==> src/rtl/core/bss_pkg.sv <==
// Shared constants and types for the byte substring search block.
// No dependencies; imported by every module under rtl/core.

package bss_pkg;

   localparam int PAT_MAX    = 32;
   localparam int COUNT_BITS = 32;
   localparam int LEN_W      = $clog2(PAT_MAX + 1);
   localparam int CMP_W      = (COUNT_BITS > LEN_W) ? COUNT_BITS : LEN_W;
   localparam int OFFSET_W   = 32;

   localparam int REQ_DATA_W  = 8;
   localparam int REQ_USER_W  = 2;
   localparam int RSP_FIELD_W = 1 + OFFSET_W + 1;
   localparam int RSP_DATA_W  = ((RSP_FIELD_W + 7) / 8) * 8;

   typedef enum logic [1:0] {
      MODE_START    = 2'd0,
      MODE_PATTERN  = 2'd1,
      MODE_HAYSTACK = 2'd2,
      MODE_END      = 2'd3
   } mode_type;

   // element PAT_MAX-1 is the newest byte
   typedef logic [PAT_MAX-1:0][7:0] window_type;

endpackage

==> src/rtl/core/bss_compare.sv <==
// Lane-parallel compare of the haystack window against the right-aligned pattern.
// Depends on bss_pkg.

module bss_compare (
   input  bss_pkg::window_type          window_bytes,
   input  bss_pkg::window_type          pattern_bytes,
   input  logic [bss_pkg::PAT_MAX-1:0]  lane_mask,
   output logic                         hit
);
   import bss_pkg::*;

   logic [PAT_MAX-1:0] lane_ok;

   always_comb begin
      for (int j = 0; j < PAT_MAX; j++) begin
         lane_ok[j] = !lane_mask[j] || (window_bytes[j] == pattern_bytes[j]);
      end
      hit = &lane_ok;
   end

endmodule

==> src/rtl/core/byte_substring_search.sv <==
// Top level of the byte substring search block.
// Depends on bss_pkg and bss_compare.
//
// Usage:
//   req channel: req_tuser carries the mode (start, pattern byte, haystack
//   byte, end), req_tdata the byte. A start transaction clears the pattern
//   and the search; pattern bytes append (beyond PAT_MAX they are dropped and
//   the overflow flag is set); haystack bytes shift into a PAT_MAX-byte
//   window that is compared lane by lane against the stored pattern, and the
//   first match offset is latched.
//   rsp channel: one transaction per end item with found, offset, overflow.
// Throughput: one req transaction per cycle, any mix of modes, save an end item
//   stalled as below; window shift, lane compare and counter update are combinational.
// Path: the result of an end item goes from the input register, where it is
//   accepted, to the output register that drives rsp.
// Stall: rsp has a one-entry output register. While it holds a result that is
//   not taken, a following end item waits in the input register and req_tready
//   drops; other items keep flowing until then.
// Reset: synchronous; clears the valid bits of both channel registers and the search
//   state but the pattern bytes, hidden by the cleared mask. No clearing pass is needed.

module byte_substring_search (
   input  logic                            clock,
   input  logic                            reset,
   input  logic                            req_tvalid,
   output logic                            req_tready,
   input  logic [bss_pkg::REQ_DATA_W-1:0]  req_tdata,  // [7:0] data_byte
   input  logic [bss_pkg::REQ_USER_W-1:0]  req_tuser,  // [1:0] mode
   output logic                            rsp_tvalid,
   input  logic                            rsp_tready,
   output logic [bss_pkg::RSP_DATA_W-1:0]  rsp_tdata   // [0] found, [32:1] match_offset,
                                                       // [33] pattern_overflow, rest zero
);
   import bss_pkg::*;

   // input register
   logic                      in_valid_ff, in_valid_in;
   mode_type                  in_mode_ff;
   logic [7:0]                in_byte_ff;

   // search state
   window_type                pat_ff, pat_in;
   logic [PAT_MAX-1:0]        mask_ff, mask_in;
   logic [LEN_W-1:0]          len_ff, len_in;
   window_type                win_ff, win_in;
   logic [COUNT_BITS-1:0]     count_ff, count_in;
   logic                      match_ff, match_in;
   logic [COUNT_BITS-1:0]     first_ff, first_in;
   logic                      ovf_ff, ovf_in;

   // output register
   logic                      out_valid_ff, out_valid_in;
   logic [RSP_DATA_W-1:0]     out_data_ff, out_data_in;

   logic                      stage_go;
   logic                      req_take;
   window_type                win_shift;
   logic                      hit;
   logic                      count_full;
   logic [COUNT_BITS-1:0]     count_inc;
   logic                      long_enough;
   logic                      found;
   logic [OFFSET_W-1:0]       offset;

   assign stage_go   = in_valid_ff && ((in_mode_ff != MODE_END) || !out_valid_ff || rsp_tready);
   assign req_tready = !in_valid_ff || stage_go;
   assign req_take   = req_tvalid && req_tready;
   assign in_valid_in = req_take || (in_valid_ff && !stage_go);

   assign win_shift   = {in_byte_ff, win_ff[PAT_MAX-1:1]};
   assign count_full  = &count_ff;
   assign count_inc   = count_ff + 1'b1;
   assign long_enough = CMP_W'(count_inc) >= CMP_W'(len_ff);

   bss_compare u_compare (
      .window_bytes  (win_shift),
      .pattern_bytes (pat_ff),
      .lane_mask     (mask_ff),
      .hit           (hit)
   );

   assign found  = (len_ff == '0) ? 1'b1 : match_ff;
   assign offset = (len_ff == '0 || !match_ff) ? '0 : OFFSET_W'(first_ff);

   always_comb begin
      pat_in       = pat_ff;
      mask_in      = mask_ff;
      len_in       = len_ff;
      win_in       = win_ff;
      count_in     = count_ff;
      match_in     = match_ff;
      first_in     = first_ff;
      ovf_in       = ovf_ff;
      out_data_in  = out_data_ff;
      out_valid_in = out_valid_ff && !rsp_tready;
      if (stage_go) begin
         case (in_mode_ff)
            MODE_START: begin
               mask_in  = '0;
               len_in   = '0;
               win_in   = '0;
               count_in = '0;
               match_in = 1'b0;
               first_in = '0;
               ovf_in   = 1'b0;
            end
            MODE_PATTERN: begin
               if (len_ff < LEN_W'(PAT_MAX)) begin
                  // pattern stays right-aligned to the window's newest byte
                  pat_in  = {in_byte_ff, pat_ff[PAT_MAX-1:1]};
                  mask_in = {1'b1, mask_ff[PAT_MAX-1:1]};
                  len_in  = len_ff + 1'b1;
               end else begin
                  ovf_in = 1'b1;
               end
            end
            MODE_HAYSTACK: begin
               win_in = win_shift;
               // a saturated counter keeps shifting but latches nothing new
               if (!count_full) begin
                  count_in = count_inc;
                  if (!match_ff && len_ff != '0 && long_enough && hit) begin
                     match_in = 1'b1;
                     first_in = COUNT_BITS'(CMP_W'(count_inc) - CMP_W'(len_ff));
                  end
               end
            end
            MODE_END: begin
               out_valid_in = 1'b1;
               out_data_in  = RSP_DATA_W'({ovf_ff, offset, found});
            end
            default: begin
            end
         endcase
      end
   end

   always_ff @(posedge clock) begin
      if (reset) begin
         in_valid_ff  <= 1'b0;
         mask_ff      <= '0;
         len_ff       <= '0;
         win_ff       <= '0;
         count_ff     <= '0;
         match_ff     <= 1'b0;
         first_ff     <= '0;
         ovf_ff       <= 1'b0;
         out_valid_ff <= 1'b0;
      end else begin
         in_valid_ff  <= in_valid_in;
         mask_ff      <= mask_in;
         len_ff       <= len_in;
         win_ff       <= win_in;
         count_ff     <= count_in;
         match_ff     <= match_in;
         first_ff     <= first_in;
         ovf_ff       <= ovf_in;
         out_valid_ff <= out_valid_in;
      end
   end

   // payload registers, no reset
   always_ff @(posedge clock) begin
      if (req_take) begin
         in_mode_ff <= mode_type'(req_tuser);
         in_byte_ff <= req_tdata[7:0];
      end
      pat_ff      <= pat_in;
      out_data_ff <= out_data_in;
   end

   assign rsp_tvalid = out_valid_ff;
   assign rsp_tdata  = out_data_ff;

endmodule

==> config.mk <==
export PLATFORM = sky130hd
export DESIGN_NAME = byte_substring_search
export DESIGN_NICKNAME = d
export VERILOG_FILES = /design/src/rtl/core/bss_pkg.sv /design/src/rtl/core/bss_compare.sv /design/src/rtl/core/byte_substring_search.sv
export SDC_FILE = /design/constraint.sdc
export NUM_CORES = 1
export LEC_CHECK = 0
export BUFFER_PORTS_ARGS = -buffer_cell sky130_fd_sc_hd__buf_4
export CORE_UTILIZATION = 56
export DETAILED_ROUTE_END_ITERATION = 12
export PLACE_DENSITY = 0.8
export SYNTH_ARGS = -nofsm -noshare
export SYNTH_HDL_FRONTEND = slang
export SYNTH_SLANG_ARGS = --single-unit
==> constraint.sdc <==
create_clock -name clock -period 8.66 [get_ports clock]
set_input_delay 0.866 -clock clock [delete_from_list [all_inputs] [get_ports clock]]
set_output_delay 0.866 -clock clock [all_outputs]
set_load 0.02 [all_outputs]
# Word level (Yosys, flattened, before mapping)
# Index checks and enable logic that the tools add are counted.
dict set report op_classes {
  muxes 17
  addsub 3
  eq_ne 40
  n_reduce_logical 95
  n_lt_le_gt_ge 2
}
# cell n
set ops {}
lappend ops {{case mux 256 bit (2 select lines)} 1}
lappend ops {{== test 8 bit} 32}
lappend ops {{case mux 32 bit (2 select lines)} 3}
lappend ops {{two-way mux 32 bit} 4}
lappend ops {{AND reduction 32 bit} 2}
lappend ops {{zero test 1 bit} 37}
lappend ops {{logical OR 1 bit} 37}
lappend ops {{adder 32 x 1 -> 32 bit, second input constant} 1}
lappend ops {{>= comparator 32 x 6 -> 1 bit} 1}
lappend ops {{subtractor 32 x 6 -> 32 bit} 1}
lappend ops {{case mux 6 bit (2 select lines)} 1}
lappend ops {{AND reduction 3 bit} 4}
lappend ops {{inequality test 2 bit, second input constant} 5}
lappend ops {{logical AND 1 bit} 7}
lappend ops {{adder 6 x 1 -> 6 bit, second input constant} 1}
lappend ops {{zero test 6 bit} 1}
lappend ops {{< comparator 6 bit, second input constant} 1}
lappend ops {{two-way mux 6 bit} 1}
lappend ops {{nonzero test 6 bit} 1}
lappend ops {{two-way mux 1 bit} 5}
lappend ops {{== test 2 bit, second input constant} 2}
lappend ops {{case mux 1 bit (2 select lines)} 2}
lappend ops {{AND reduction 2 bit} 2}
lappend ops {{AND reduction 4 bit} 1}
lappend ops {{3 further kinds} 4}
dict set report totals {
  ff_bits 654
}

# Logic depth before layout (Yosys ltp)
# Gate-level depths: netlist of the first run.
dict set report depth {
  ltp_word 7
  depth_mapped 15
  mapped_depth_nobuf 12
}

# Modules after synthesis
# A second synthesis of the first run with hierarchy kept.
dict set report unflattened {
  cells_unflattened 2205
  hier_area_um2 25774.7
}
# module instances cells_per_inst area_per_inst_um2 seq_area_each_um2
set modules_own_cells {}
lappend modules_own_cells {byte_substring_search 1 1842 22903.2 16095.4}
lappend modules_own_cells {bss_compare 1 363 2871.5 0.0}

# Worst setup path before layout of the first run
# No wires, ideal clock.
dict set report synth_path {
  kind {register to register}
  from {register in_mode_ff[1]}
  to {register mask_ff[22]}
  period_less_slack_ns 9.131
  setup_slack_ns -0.471
  t_arrival_ns 9.039
  path_buffers 2
  stages_incl_launch_ff 7
  cell_sequence {edfxtp_1 or3_1 clkbuf_1 inv_2 buf_1 a22oi_1 nor2_1}
}
dict set report synth_between {
  elab_chain_cells 5
}
# item line_no
set synth_rtl {}
lappend synth_rtl {{start, declared} byte_substring_search.sv:38} ;# mode_type in_mode_ff;
lappend synth_rtl {{start signal, assigned} byte_substring_search.sv:165} ;# in_mode_ff <= mode_type'(req_tuser);
lappend synth_rtl {{inequality test 2 bit} byte_substring_search.sv:65} ;# assign stage_go = in_valid_ff && ((in_mode_ff != MODE_END) || !out_valid_ff || rsp_tready);
lappend synth_rtl {{logical OR 1 bit (2 in a row)} byte_substring_search.sv:65}
lappend synth_rtl {{logical AND 1 bit} byte_substring_search.sv:65}
lappend synth_rtl {{AND reduction 3 bit (no line)} --}
lappend synth_rtl {{end signal, assigned} byte_substring_search.sv:151} ;# mask_ff <= mask_in;
lappend synth_rtl {{end, declared} byte_substring_search.sv:43} ;# logic [PAT_MAX-1:0] mask_ff, mask_in;
# Several ways; a longest one is shown, not always the timed one.
# A chain may end at the register's enable or synchronous reset.

# Final worst setup path of the first run
dict set report layout_path {
  from {register count_ff[2]}
  to {register first_ff[2]}
}
dict set report layout_between {
  elab_chain_cells 6
}
# item line_no
set layout_rtl {}
lappend layout_rtl {{start, declared} byte_substring_search.sv:46} ;# logic [COUNT_BITS-1:0] count_ff, count_in;
lappend layout_rtl {{start signal, assigned} byte_substring_search.sv:154} ;# count_ff <= count_in;
lappend layout_rtl {{adder 32 x 1 -> 32 bit} byte_substring_search.sv:72} ;# assign count_inc = count_ff + 1'b1;
lappend layout_rtl {{>= comparator 32 x 6 -> 1 bit} byte_substring_search.sv:73} ;# assign long_enough = CMP_W'(count_inc) >= CMP_W'(len_ff);
lappend layout_rtl {{logical AND 1 bit (2 in a row)} byte_substring_search.sv:122} ;# if (!match_ff && len_ff != '0 && long_enough && hit) begin
lappend layout_rtl {{inequality test 2 bit (no line)} --}
lappend layout_rtl {{AND reduction 4 bit (no line)} --}
lappend layout_rtl {{end signal, assigned} byte_substring_search.sv:156} ;# first_ff <= first_in;
lappend layout_rtl {{end, declared} byte_substring_search.sv:48} ;# logic [COUNT_BITS-1:0] first_ff, first_in;
# Several ways; a longest one is shown, not always the timed one. The select of a mux whose other input is x is not followed.

==> impl_metrics.xml, run 1 <==
<?xml version="1.0" encoding="UTF-8"?>
<metrics>
  <group name="run_status">
    <metric name="status" unit="">finished, final reports clean</metric>
  </group>
  <group name="die">
    <metric name="die_area" unit="um^2">47400</metric>
    <metric name="std_cell_rows" unit="">78</metric>
    <metric name="starting_density" unit="%">57.0</metric>
    <metric name="ioPinCount" unit="">56</metric>
    <metric name="floorplan.die.width" unit="um">218</metric>
    <metric name="die_h" unit="um">218</metric>
    <metric name="coreArea" unit="um^2">45700</metric>
  </group>
  <group name="sta">
    <metric name="final_hold_viol_count" unit="">0</metric>
    <metric name="finClkSkew" unit="ps">27.2</metric>
    <metric name="final-max-slew-violation-count" unit="">0</metric>
    <metric name="part_of_the_cycle_the_worst_path_needs" unit="%">51.9</metric>
    <metric name="period_minus_slack" unit="ps">4490</metric>
    <metric name="total_negative_setup_slacks" unit="ps">0</metric>
    <metric name="unrepaired_setup_endpoints_after_global_routing" unit="">false</metric>
    <metric name="slew_headroom" unit="%">15.0</metric>
    <metric name="setup_viol" unit="">0</metric>
    <metric name="slew_at_the_pin_closest_to_its_max_slew_limit" unit="ps">1270</metric>
    <metric name="maxClockFrequency" unit="GHz">0.223</metric>
  </group>
  <group name="finish">
    <metric name="final_design_utilization" unit="%">63.1</metric>
    <metric name="antennaDiodeCount" unit="">0</metric>
    <metric name="area.growth.synth_to_final" unit="%">10.7</metric>
    <metric name="layout.cells.most_common" unit="">dfxtp_1</metric>
    <metric name="final_layout_size_suffix_gt1_share" unit="%">8.24</metric>
    <metric name="final_nets" unit="">2277</metric>
    <metric name="mostFrequentLayoutCells" unit="">354 x dfxtp_1, 344 x nor2_1, 300 x edfxtp_1, 292 x a22oi_1, 276 x xnor2_1</metric>
  </group>
  <group name="grt">
    <metric name="grt_pass1_vias" unit="">16600</metric>
    <metric name="grt_antenna_before_repair" unit="">2</metric>
    <metric name="grt_pass1_wl" unit="um">88500</metric>
    <metric name="grt_start_max_net_pins" unit="">193</metric>
    <metric name="globalRoute.totalOverflow" unit="">0</metric>
    <metric name="track_usage" unit="%">23.3</metric>
  </group>
  <group name="synthesis">
    <metric name="yosys_most_used_dff" unit="">dfxtp_1</metric>
    <metric name="largest_family_of_logic_cells_by_synthesized_area" unit="">compound AO/OA/AOI/OAI gates</metric>
    <metric name="syn-mean-instance-area" unit="um^2">11.5</metric>
    <metric name="synth_xor_xnor_area_share" unit="%">10.2</metric>
    <metric name="synth-edff-count" unit="">300</metric>
    <metric name="synthDominantCellAreaShare" unit="%">34.6</metric>
    <metric name="seq_area_frac_synth" unit="%">61.8</metric>
    <metric name="synth_fa_ha_area_share" unit="%">0.509</metric>
    <metric name="postSynthCellCount" unit="">2258</metric>
    <metric name="synthDominantAreaCellType" unit="">edfxtp_1</metric>
    <metric name="async_reset_ff_share" unit="%">0</metric>
    <metric name="yosys-mux-area-fraction" unit="%">0.0432</metric>
    <metric name="fraction_of_the_mapped_netlist_area_in_compound_gates" unit="%">12.7</metric>
    <metric name="synth.area.top_cells" unit="">edfxtp_1 35%, dfxtp_1 27%, xnor2_1 9.3%</metric>
    <metric name="synthDistinctLibCells" unit="">72</metric>
    <metric name="synth-simple-area-share" unit="%">11.7</metric>
    <metric name="ys.warnings.count" unit="">0</metric>
    <metric name="synth.ff_latch_count" unit="">654</metric>
    <metric name="post_synth_instance_area" unit="um^2">26000</metric>
  </group>
  <group name="clock_tree">
    <metric name="cts.sinks" unit="">654</metric>
    <metric name="cts_resized" unit="">0</metric>
    <metric name="clkSlewWorstSetupHoldPaths" unit="ps">60</metric>
    <metric name="tritoncts" unit="">done</metric>
    <metric name="post_cts_hold_buffer_count" unit="">0</metric>
    <metric name="tritoncts.num_buffers" unit="">67</metric>
    <metric name="postCtsSetupBuffers" unit="">0</metric>
    <metric name="clock_tree.buffer_depth" unit="">3</metric>
    <metric name="clkLatencyLatePin" unit="ps">600</metric>
    <metric name="root_buffer" unit="">clkbuf_16</metric>
    <metric name="clock_tree.htree_level_count" unit="">3</metric>
  </group>
  <group name="critical_path">
    <metric name="reg2regPathDepth" unit="">11</metric>
    <metric name="cp_max_fo" unit="">32</metric>
    <metric name="timing.critical_path.from_type" unit="">flop</metric>
    <metric name="critPathKind" unit="">reg2reg</metric>
    <metric name="req_time_crit_path" unit="ps">9080</metric>
    <metric name="endpoint_type_of_the_worst_setup_path" unit="">flop</metric>
    <metric name="worst-endpoint-arrival" unit="ps">4910</metric>
  </group>
  <group name="routing">
    <metric name="route.antenna.remaining_nets" unit="">0</metric>
    <metric name="viasPerCell" unit="">5.97</metric>
    <metric name="drtPass1Iterations" unit="">7</metric>
    <metric name="drt_iter0_drc" unit="">1923</metric>
    <metric name="final_routed_wirelength_across_all_metal_layers" unit="um">55200</metric>
    <metric name="remaining_drc_errors" unit="">0</metric>
    <metric name="via_count" unit="">17300</metric>
    <metric name="routed_wire_length_per_instance" unit="um">19.0</metric>
  </group>
  <group name="power_and_ir_drop">
    <metric name="power.total" unit="mW">6.15</metric>
    <metric name="power.leakage" unit="nW">9.20</metric>
    <metric name="pwr_density_cell" unit="nW/um^2">213</metric>
    <metric name="ir_worst_vdd" unit="mV">0.196</metric>
  </group>
  <group name="placed_design">
    <metric name="place.detailed.hpwl" unit="um">33600</metric>
    <metric name="routabilityCongestion" unit="">0.854</metric>
    <metric name="port_buffers" unit="">49</metric>
  </group>
  <group name="min_path">
    <metric name="hold_class" unit="">reg2reg</metric>
    <metric name="hold_depth" unit="">0</metric>
  </group>
  <group name="job">
    <metric name="maxCapViolations" unit="">0</metric>
  </group>
</metrics>
## worst max-delay path, cell delays in order (launching register included)
cell,delay (ps)
dfxtp_1,530
and3_1,250
nand3_1,100
xnor2_1,170
ha_1,230
or4b_1,530
a211o_1,380
nor3b_4,290
nand3_1,390
or3_4,530
o211ai_4,720
o22ai_1,200
## metal layers
metal / global-route usage (%) / routed length (um)
met5: 0 / 9
met4: 6.48 / 934
met3: 4.49 / 3340
met2: 38.6 / 27200
met1: 31.2 / 23700
## cell usage after synthesis, types with 10 or more instances
| library cell | count |
|---|---|
| clkbuf_1 | 116 |
| nand3_1 | 23 |
| nor4_1 | 10 |
| o21ai_0 | 59 |
| inv_1 | 47 |
| o22ai_1 | 27 |
| dfxtp_1 | 354 |
| a22oi_1 | 292 |
| xor2_1 | 28 |
| a21oi_1 | 29 |
| nand2_1 | 48 |
| and2_1 | 40 |
| or3_1 | 10 |
| nor2_1 | 345 |
| xnor2_1 | 276 |
| nand4_1 | 82 |
| edfxtp_1 | 300 |
| nor3_1 | 30 |
## area by class of cell
cell class	count	area (um^2)
clock inverters	25	209
multi-input cells	1420	9200
inverters	48	188
clock buffers	96	1890
fillers	3409	16800
well taps	600	751
repair buffers	62	498
flip-flops and latches	654	16100
## report_power, final
group / switching, mW / leakage (nW) / internal, mW
clock network: 1.16 / 1.03 / 1.59
logic: 0.105 / 2.57 / 0.0344
registers: 0.0186 / 5.61 / 3.24
## cells by family after synthesis
kind of cell / Yosys count
xor+xnor: 304
simple gates: 639
mux: 1
compound gates: 460
flops: 654
other cells: 1
buf+inv: 189
fa+ha+maj: 10
## worst paths after layout
check,start,to,slack (ps)
min reg2reg,ovf_ff,rsp_tdata[33],430
max reg2reg,count_ff[2],first_ff[2],4170
min,ovf_ff,rsp_tdata[33],430
max,count_ff[2],first_ff[2],4170
## registers in the layout, indices dropped and copies added (netlist names)
| signal | flops |
|---|---|
| pat_ff | 256 |
| win_ff | 248 |
| rsp_tdata | 34 |
| count_ff | 32 |
| first_ff | 32 |
| mask_ff | 32 |
| in_byte_ff | 8 |
| len_ff | 6 |
| in_mode_ff | 2 |
| in_valid_ff | 1 |
| match_ff | 1 |
| ovf_ff | 1 |
| rsp_tvalid | 1 |
## per-stage QoR
stage	setup slack, ps	std cells	hold WS (ps)	area, um^2
floorplan	324	2263	409	26100
global placement	4380	2784	429	26700
detailed placement	4210	2784	420	26700
CTS	4200	2905	424	28800
global route	3870	2905	423	28800
finish	4170	2905	433	28800
No activity file was read; power rests on OpenSTA's default activity.
==> run 2, diff against run 1 <==
==> constraint.sdc (replaced) <==
create_clock -name clock -period 3.7 [get_ports clock]
set_input_delay 0.37 -clock clock [delete_from_list [all_inputs] [get_ports clock]]
set_output_delay 0.37 -clock clock [all_outputs]
set_load 0.02 [all_outputs]
==> impl_metrics.xml, run 2 (same netlist as run 1, synthesis figures left out) <==
<?xml version="1.0" encoding="UTF-8"?>
<metrics>
  <group name="finish">
    <metric name="final_nets" unit="">2303</metric>
    <metric name="largest_reg_flops" unit="">256</metric>
    <metric name="num-fill-cells" unit="">3434</metric>
    <metric name="final_design_utilization" unit="%">63.5</metric>
    <metric name="mostFrequentLayoutCells" unit="">353 x dfxtp_1, 343 x nor2_1, 300 x edfxtp_1, 292 x a22oi_1, 276 x xnor2_1</metric>
    <metric name="finalNonFillerCells" unit="">2927</metric>
    <metric name="area.growth.synth_to_final" unit="%">11.4</metric>
    <metric name="layout.cells.most_common" unit="">dfxtp_1</metric>
    <metric name="max_flop_register" unit="">pat_ff</metric>
    <metric name="final_layout_size_suffix_gt1_share" unit="%">8.77</metric>
    <metric name="antennaDiodeCount" unit="">0</metric>
  </group>
  <group name="routing">
    <metric name="remaining_drc_errors" unit="">0</metric>
    <metric name="routed_wire_length_per_instance" unit="um">19.1</metric>
    <metric name="final_routed_wirelength_across_all_metal_layers" unit="um">55900</metric>
    <metric name="via_count" unit="">17400</metric>
    <metric name="drtPass1Iterations" unit="">5</metric>
    <metric name="viasPerCell" unit="">5.96</metric>
    <metric name="route.antenna.remaining_nets" unit="">0</metric>
    <metric name="drt_iter0_drc" unit="">1818</metric>
  </group>
  <group name="critical_path">
    <metric name="worst-endpoint-arrival" unit="ps">3960</metric>
    <metric name="critPathKind" unit="">reg2reg</metric>
    <metric name="slowest_stage" unit="">or4b_1</metric>
    <metric name="req_time_crit_path" unit="ps">4180</metric>
    <metric name="sequence_of_cells_on_the_critical_path" unit="">and3_1 -&gt; nand3_1 -&gt; xnor2_1 -&gt; ha_1 -&gt; or4b_1 -&gt; a211o_1 -&gt; nor3b_4 -&gt; nand3_2 -&gt; or3_4 -&gt; o211ai_4 -&gt; buf_12 -&gt; o22ai_1</metric>
    <metric name="critical-path-top-delay-family" unit="">simple AND/OR/NAND/NOR gates</metric>
    <metric name="timing.critical_path.from_type" unit="">flop</metric>
    <metric name="critical_path_buf_inv_count" unit="">1</metric>
    <metric name="endpoint_type_of_the_worst_setup_path" unit="">flop</metric>
    <metric name="cp_max_fo" unit="">32</metric>
    <metric name="crit_path_max_incr_delay" unit="ps">520</metric>
  </group>
  <group name="sta">
    <metric name="slew_at_the_pin_closest_to_its_max_slew_limit" unit="ps">959</metric>
    <metric name="period_minus_slack" unit="ps">3480</metric>
    <metric name="maxClockFrequency" unit="GHz">0.287</metric>
    <metric name="slew_headroom" unit="%">36.1</metric>
    <metric name="setup_viol" unit="">0</metric>
    <metric name="final-max-slew-violation-count" unit="">0</metric>
    <metric name="unrepaired_setup_endpoints_after_global_routing" unit="">false</metric>
    <metric name="finClkSkew" unit="ps">41.7</metric>
    <metric name="final_hold_viol_count" unit="">0</metric>
    <metric name="part_of_the_cycle_the_worst_path_needs" unit="%">94.1</metric>
    <metric name="total_negative_setup_slacks" unit="ps">0</metric>
    <metric name="fin_ws" unit="ps">219</metric>
  </group>
  <group name="clock_tree">
    <metric name="clkLatencyLatePin" unit="ps">640</metric>
    <metric name="clkSlewWorstSetupHoldPaths" unit="ps">60</metric>
    <metric name="clock_tree.htree_level_count" unit="">2</metric>
    <metric name="tritoncts.num_buffers" unit="">60</metric>
    <metric name="tritoncts" unit="">done</metric>
    <metric name="cts.sinks" unit="">654</metric>
    <metric name="root_buffer" unit="">clkbuf_16</metric>
    <metric name="clock_tree.buffer_depth" unit="">3</metric>
  </group>
  <group name="power_and_ir_drop">
    <metric name="ir_worst_vdd" unit="mV">0.427</metric>
    <metric name="power.leakage" unit="nW">9.29</metric>
    <metric name="pwr_density_cell" unit="nW/um^2">482</metric>
  </group>
  <group name="placed_design">
    <metric name="detailedPlace.worstSlack" unit="ps">149</metric>
    <metric name="dp.cells" unit="">2805</metric>
    <metric name="place.detailed.hpwl" unit="um">34900</metric>
    <metric name="port_buffers" unit="">49</metric>
    <metric name="routabilityCongestion" unit="">0.899</metric>
  </group>
  <group name="grt">
    <metric name="grt_pass1_wl" unit="um">88500</metric>
    <metric name="globalRoute.totalOverflow" unit="">0</metric>
    <metric name="grt_pass1_vias" unit="">16700</metric>
    <metric name="grt_start_max_net_pins" unit="">174</metric>
    <metric name="track_usage" unit="%">23.5</metric>
    <metric name="grt_antenna_before_repair" unit="">1</metric>
  </group>
  <group name="die">
    <metric name="die_h" unit="um">218</metric>
    <metric name="coreArea" unit="um^2">45700</metric>
    <metric name="std_cell_rows" unit="">78</metric>
    <metric name="floorplan.die.width" unit="um">218</metric>
    <metric name="die_area" unit="um^2">47400</metric>
    <metric name="starting_density" unit="%">57.0</metric>
    <metric name="ioPinCount" unit="">56</metric>
  </group>
  <group name="run_status">
    <metric name="status" unit="">finished, final reports clean</metric>
  </group>
  <group name="job">
    <metric name="maxCapViolations" unit="">0</metric>
  </group>
  <group name="min_path">
    <metric name="hold_class" unit="">in2reg</metric>
  </group>
</metrics>
run 2: cell types whose count changed in the layout (fill, tap and decap cells not counted), moves of 2 or more:
cell,previous run,this run
buf_12,2,8
buf_4,59,75
clkbuf_1,19,22
clkbuf_16,67,60
clkbuf_8,10,8
clkinv_1,5,2
clkinv_2,7,9
dlygate4sd3_1,0,11
inv_6,9,2
run 2: layer usage:
| layer | up-vias | GRT usage [%] | routed length (um) |
|---|---|---|---|
| li1 | 8217 | - | - |
| met2 | 537 | 39.0 | 27500 |
| met1 | 8609 | 31.7 | 24000 |
| met5 | - | 0 | 0 |
| met4 | 0 | 6.78 | 1160 |
| met3 | 81 | 3.70 | 3210 |
run 2: worst min-delay path, delay by kind of cell:
| kind | cells | cell delay [ps] |
|---|---|---|
| AO/OA/AOI/OAI | 1 | 150 |
| AND/OR/NAND/NOR | 2 | 110 |
| buffers and inverters | 1 | 80 |
run 2: final cells by class:
| cell class | instances | area, um^2 | share of cell area (%) |
|---|---|---|---|
| flip-flops and latches | 654 | 16100 | 55.5 |
| well taps | 600 | 751 | 2.59 |
| inverters | 48 | 188 | 0.647 |
| clock inverters | 20 | 213 | 0.733 |
| clock buffers | 90 | 1690 | 5.84 |
| repair buffers | 95 | 848 | 2.92 |
| multi-input cells | 1420 | 9220 | 31.8 |
run 2: path summary, 6_finish.rpt:
| check | startpoint | endpoint | slack (ps) | cells past startpoint |
|---|---|---|---|---|
| worst min-delay path | rsp_tready | rsp_tvalid | 130 | 4 |
| worst max register to register | count_ff[1] | first_ff[22] | 220 | 12 |
| worst min register to register | ovf_ff | rsp_tdata[33] | 440 | 0 |
| worst max-delay path | count_ff[1] | first_ff[22] | 220 | 12 |
run 2: report_power, final:
part / internal [mW] / switching (mW)
Combinational: 0.100 / 0.249
Sequential: 7.59 / 0.0456
Clock: 3.38 / 2.63
Total: 11.1 / 2.92
run 2: timing repair:
item / in CTS / in global routing
gates resized for setup: 0 / 5
hold buffers: 11 / 0
setup buffers: 0 / 1
endpoints found under the hold margin: 11 / 0
endpoints found under the setup margin: 0 / 32
run 2: stage by stage:
stage	hold WS, ps	area (um^2)	power (mW)
floorplan	409	26100	8.02
global placement	430	27000	8.12
detailed placement	429	27000	8.13
CTS	96.4	29000	14.1
global route	131	29000	14.4
finish	133	29000	14.0
==> run 3, diff against run 2 <==
--- a/config.mk
+++ b/config.mk
@@ -8,7 +8,7 @@
 export BUFFER_PORTS_ARGS = -buffer_cell sky130_fd_sc_hd__buf_4
 export CORE_UTILIZATION = 56
 export DETAILED_ROUTE_END_ITERATION = 12
-export PLACE_DENSITY = 0.8
+export PLACE_DENSITY = 0.75
 export SYNTH_ARGS = -nofsm -noshare
 export SYNTH_HDL_FRONTEND = slang
 export SYNTH_SLANG_ARGS = --single-unit
==> impl_metrics.xml, run 3 (same netlist as run 1, synthesis figures left out) <==
<?xml version="1.0" encoding="UTF-8"?>
<metrics>
  <group name="placed_design">
    <metric name="port_buffers" unit="">49</metric>
    <metric name="routabilityCongestion" unit="">0.891</metric>
    <metric name="place.detailed.hpwl" unit="um">34600</metric>
  </group>
  <group name="sta">
    <metric name="finClkSkew" unit="ps">25.0</metric>
    <metric name="final-max-slew-violation-count" unit="">0</metric>
    <metric name="final_hold_viol_count" unit="">0</metric>
    <metric name="slew_at_the_pin_closest_to_its_max_slew_limit" unit="ps">964</metric>
    <metric name="unrepaired_setup_endpoints_after_global_routing" unit="">false</metric>
    <metric name="part_of_the_cycle_the_worst_path_needs" unit="%">95.2</metric>
    <metric name="setup_viol" unit="">0</metric>
    <metric name="maxClockFrequency" unit="GHz">0.284</metric>
    <metric name="period_minus_slack" unit="ps">3520</metric>
    <metric name="slew_headroom" unit="%">35.7</metric>
    <metric name="total_negative_setup_slacks" unit="ps">0</metric>
  </group>
  <group name="routing">
    <metric name="route.antenna.remaining_nets" unit="">0</metric>
    <metric name="routed_wire_length_per_instance" unit="um">19.1</metric>
    <metric name="viasPerCell" unit="">5.90</metric>
    <metric name="final_routed_wirelength_across_all_metal_layers" unit="um">56000</metric>
    <metric name="drt_iter0_drc" unit="">1776</metric>
    <metric name="remaining_drc_errors" unit="">0</metric>
    <metric name="via_count" unit="">17300</metric>
    <metric name="drtPass1Iterations" unit="">5</metric>
  </group>
  <group name="power_and_ir_drop">
    <metric name="p_switching" unit="mW">3.00</metric>
    <metric name="power.leakage" unit="nW">9.46</metric>
    <metric name="share_seq_of_total_power" unit="%">51.9</metric>
    <metric name="cell_internal_pwr" unit="mW">11.7</metric>
    <metric name="switching_part_of_the_total" unit="%">20.4</metric>
    <metric name="pwr_density_cell" unit="nW/um^2">501</metric>
    <metric name="share_comb_of_total_power" unit="%">2.4</metric>
    <metric name="clock_power_share" unit="%">45.8</metric>
    <metric name="ir_worst_vdd" unit="mV">0.379</metric>
    <metric name="power.total" unit="mW">14.7</metric>
  </group>
  <group name="min_path">
    <metric name="whs_endpoint" unit="">in_byte_ff[0]</metric>
    <metric name="hold_depth" unit="">1</metric>
    <metric name="hold_path.startpoint" unit="">req_tdata[0]</metric>
    <metric name="hold_class" unit="">in2reg</metric>
  </group>
  <group name="grt">
    <metric name="globalRoute.totalOverflow" unit="">0</metric>
    <metric name="grt_pass1_wl" unit="um">90600</metric>
    <metric name="grt_start_max_net_pins" unit="">191</metric>
    <metric name="grt_pass1_vias" unit="">16800</metric>
    <metric name="grt_antenna_before_repair" unit="">1</metric>
    <metric name="track_usage" unit="%">23.9</metric>
  </group>
  <group name="die">
    <metric name="coreArea" unit="um^2">45700</metric>
    <metric name="die_h" unit="um">218</metric>
    <metric name="std_cell_rows" unit="">78</metric>
    <metric name="die_area" unit="um^2">47400</metric>
    <metric name="ioPinCount" unit="">56</metric>
    <metric name="starting_density" unit="%">57.0</metric>
    <metric name="floorplan.die.width" unit="um">218</metric>
  </group>
  <group name="critical_path">
    <metric name="crit_path_max_incr_delay" unit="ps">520</metric>
    <metric name="endpoint_type_of_the_worst_setup_path" unit="">flop</metric>
    <metric name="most_common_cell_type_on_the_critical_path" unit="">nand3_1</metric>
    <metric name="worst-endpoint-arrival" unit="ps">3980</metric>
    <metric name="timing.reg2reg.setup_slack" unit="ps">180</metric>
    <metric name="slowest_stage" unit="">or4b_1</metric>
    <metric name="req_time_crit_path" unit="ps">4160</metric>
    <metric name="critPathKind" unit="">reg2reg</metric>
    <metric name="reg2regPathDepth" unit="">12</metric>
    <metric name="cp_max_fo" unit="">16</metric>
    <metric name="critical-path-top-delay-family" unit="">simple AND/OR/NAND/NOR gates</metric>
    <metric name="critical_path_buf_inv_count" unit="">1</metric>
    <metric name="rr_startpoint" unit="">count_ff[1]</metric>
    <metric name="timing.critical_path.from_type" unit="">flop</metric>
    <metric name="regToRegEndpoint" unit="">first_ff[31]</metric>
    <metric name="sequence_of_cells_on_the_critical_path" unit="">and3_1 -&gt; nand3_1 -&gt; xnor2_1 -&gt; ha_1 -&gt; or4b_1 -&gt; a211o_1 -&gt; nor3b_4 -&gt; nand3_1 -&gt; or3_4 -&gt; o211ai_4 -&gt; clkbuf_16 -&gt; o22ai_1</metric>
  </group>
  <group name="finish">
    <metric name="layout.cells.most_common" unit="">dfxtp_1</metric>
    <metric name="max_flop_register" unit="">pat_ff</metric>
    <metric name="antennaDiodeCount" unit="">0</metric>
    <metric name="area.growth.synth_to_final" unit="%">12.7</metric>
    <metric name="largest_reg_flops" unit="">256</metric>
    <metric name="final_layout_size_suffix_gt1_share" unit="%">9.54</metric>
    <metric name="final_nets" unit="">2310</metric>
    <metric name="mostFrequentLayoutCells" unit="">353 x dfxtp_1, 343 x nor2_1, 300 x edfxtp_1, 292 x a22oi_1, 276 x xnor2_1</metric>
  </group>
  <group name="clock_tree">
    <metric name="clkLatencyLatePin" unit="ps">590</metric>
    <metric name="clkSlewWorstSetupHoldPaths" unit="ps">60</metric>
    <metric name="clock_tree.buffer_depth" unit="">3</metric>
    <metric name="clock_tree.htree_level_count" unit="">3</metric>
    <metric name="cts.sinks" unit="">654</metric>
    <metric name="tritoncts.num_buffers" unit="">66</metric>
    <metric name="tritoncts" unit="">done</metric>
    <metric name="root_buffer" unit="">clkbuf_16</metric>
  </group>
  <group name="job">
    <metric name="maxCapViolations" unit="">0</metric>
  </group>
  <group name="run_status">
    <metric name="status" unit="">finished, final reports clean</metric>
  </group>
</metrics>
-- run 3: cell count changes in the layout (fill, tap and decap cells not counted), sizes merged --
cell	change
dlygate4sd3	-3
clkbuf	+4
clkinv	+3
buf	+3
bufinv	+3
-- run 3: through the flow --
stage | hold slack, ps | setup slack, ps | utilization (%) | cells | cell area, um^2
finish | 32.6 | 179 | 64.3 | 2937 | 29300
global route | 10.6 | 11.4 | 64.3 | 2937 | 29300
CTS | 3.96 | 107 | 64.2 | 2935 | 29300
detailed placement | 425 | 129 | 59.1 | 2808 | 27000
global placement | 425 | 255 | 59.1 | 2808 | 27000
floorplan | 409 | 408 | - | 2263 | 26100
-- run 3: power by group through the flow --
| stage | clock (mW) | combinational [mW] | sequential, mW |
|---|---|---|---|
| final | 6.73 | 0.351 | 7.63 |
| after global routing | 7.14 | 0.379 | 7.63 |
| after CTS | 6.86 | 0.351 | 7.63 |
| after detailed placement | 0 | 0.342 | 7.79 |
| after global placement | 0 | 0.339 | 7.78 |
| after floorplan | 0 | 0.235 | 7.78 |
-- run 3: cell type report --
cell class | count | area, um^2
timing repair buffer | 96 | 891
tap | 600 | 751
clock buffer | 93 | 1910
fill | 3417 | 16300
multi-input combinational | 1420 | 9210
clock inverter | 26 | 312
inverter | 48 | 188
sequential | 654 | 16100
-- run 3: layer usage --
metal	wire (um)	vias to the layer above	GRT usage [%]
met4	1140	0	6.34
met3	2640	97	3.61
met5	0	-	0
met2	27400	474	39.5
met1	24800	8555	32.8
li1	-	8215	-
-- run 3: worst reg2reg max path: stages, from the launching register on --
cell and delay, ps:
dfxtp_2 370, and3_1 210, nand3_1 110, xnor2_1 160, ha_1 230, or4b_1 520
a211o_1 340, nor3b_4 280, nand3_1 160, or3_4 430, o211ai_4 260, clkbuf_16 240
o22ai_1 90
-- run 3: worst max-delay path by stage --
stage                      startpoint           end  slack [ps]  depth (start not counted)
after global placement    count_ff[1]  first_ff[19]         250                         12
after global routing      count_ff[1]  first_ff[31]          10                         12
after detailed placement  count_ff[1]  first_ff[21]         130                         12
after CTS                 count_ff[1]  first_ff[12]         110                         12
final                     count_ff[1]  first_ff[31]         180                         12
after floorplan           count_ff[2]  first_ff[18]         410                         13
-- run 3: repair_timing --
item	CTS	global route
setup endpoints to repair	0	32
hold buffers	8	0
resized for setup	0	4
buffers inserted	0	1
endpoints found under the hold margin	8	0
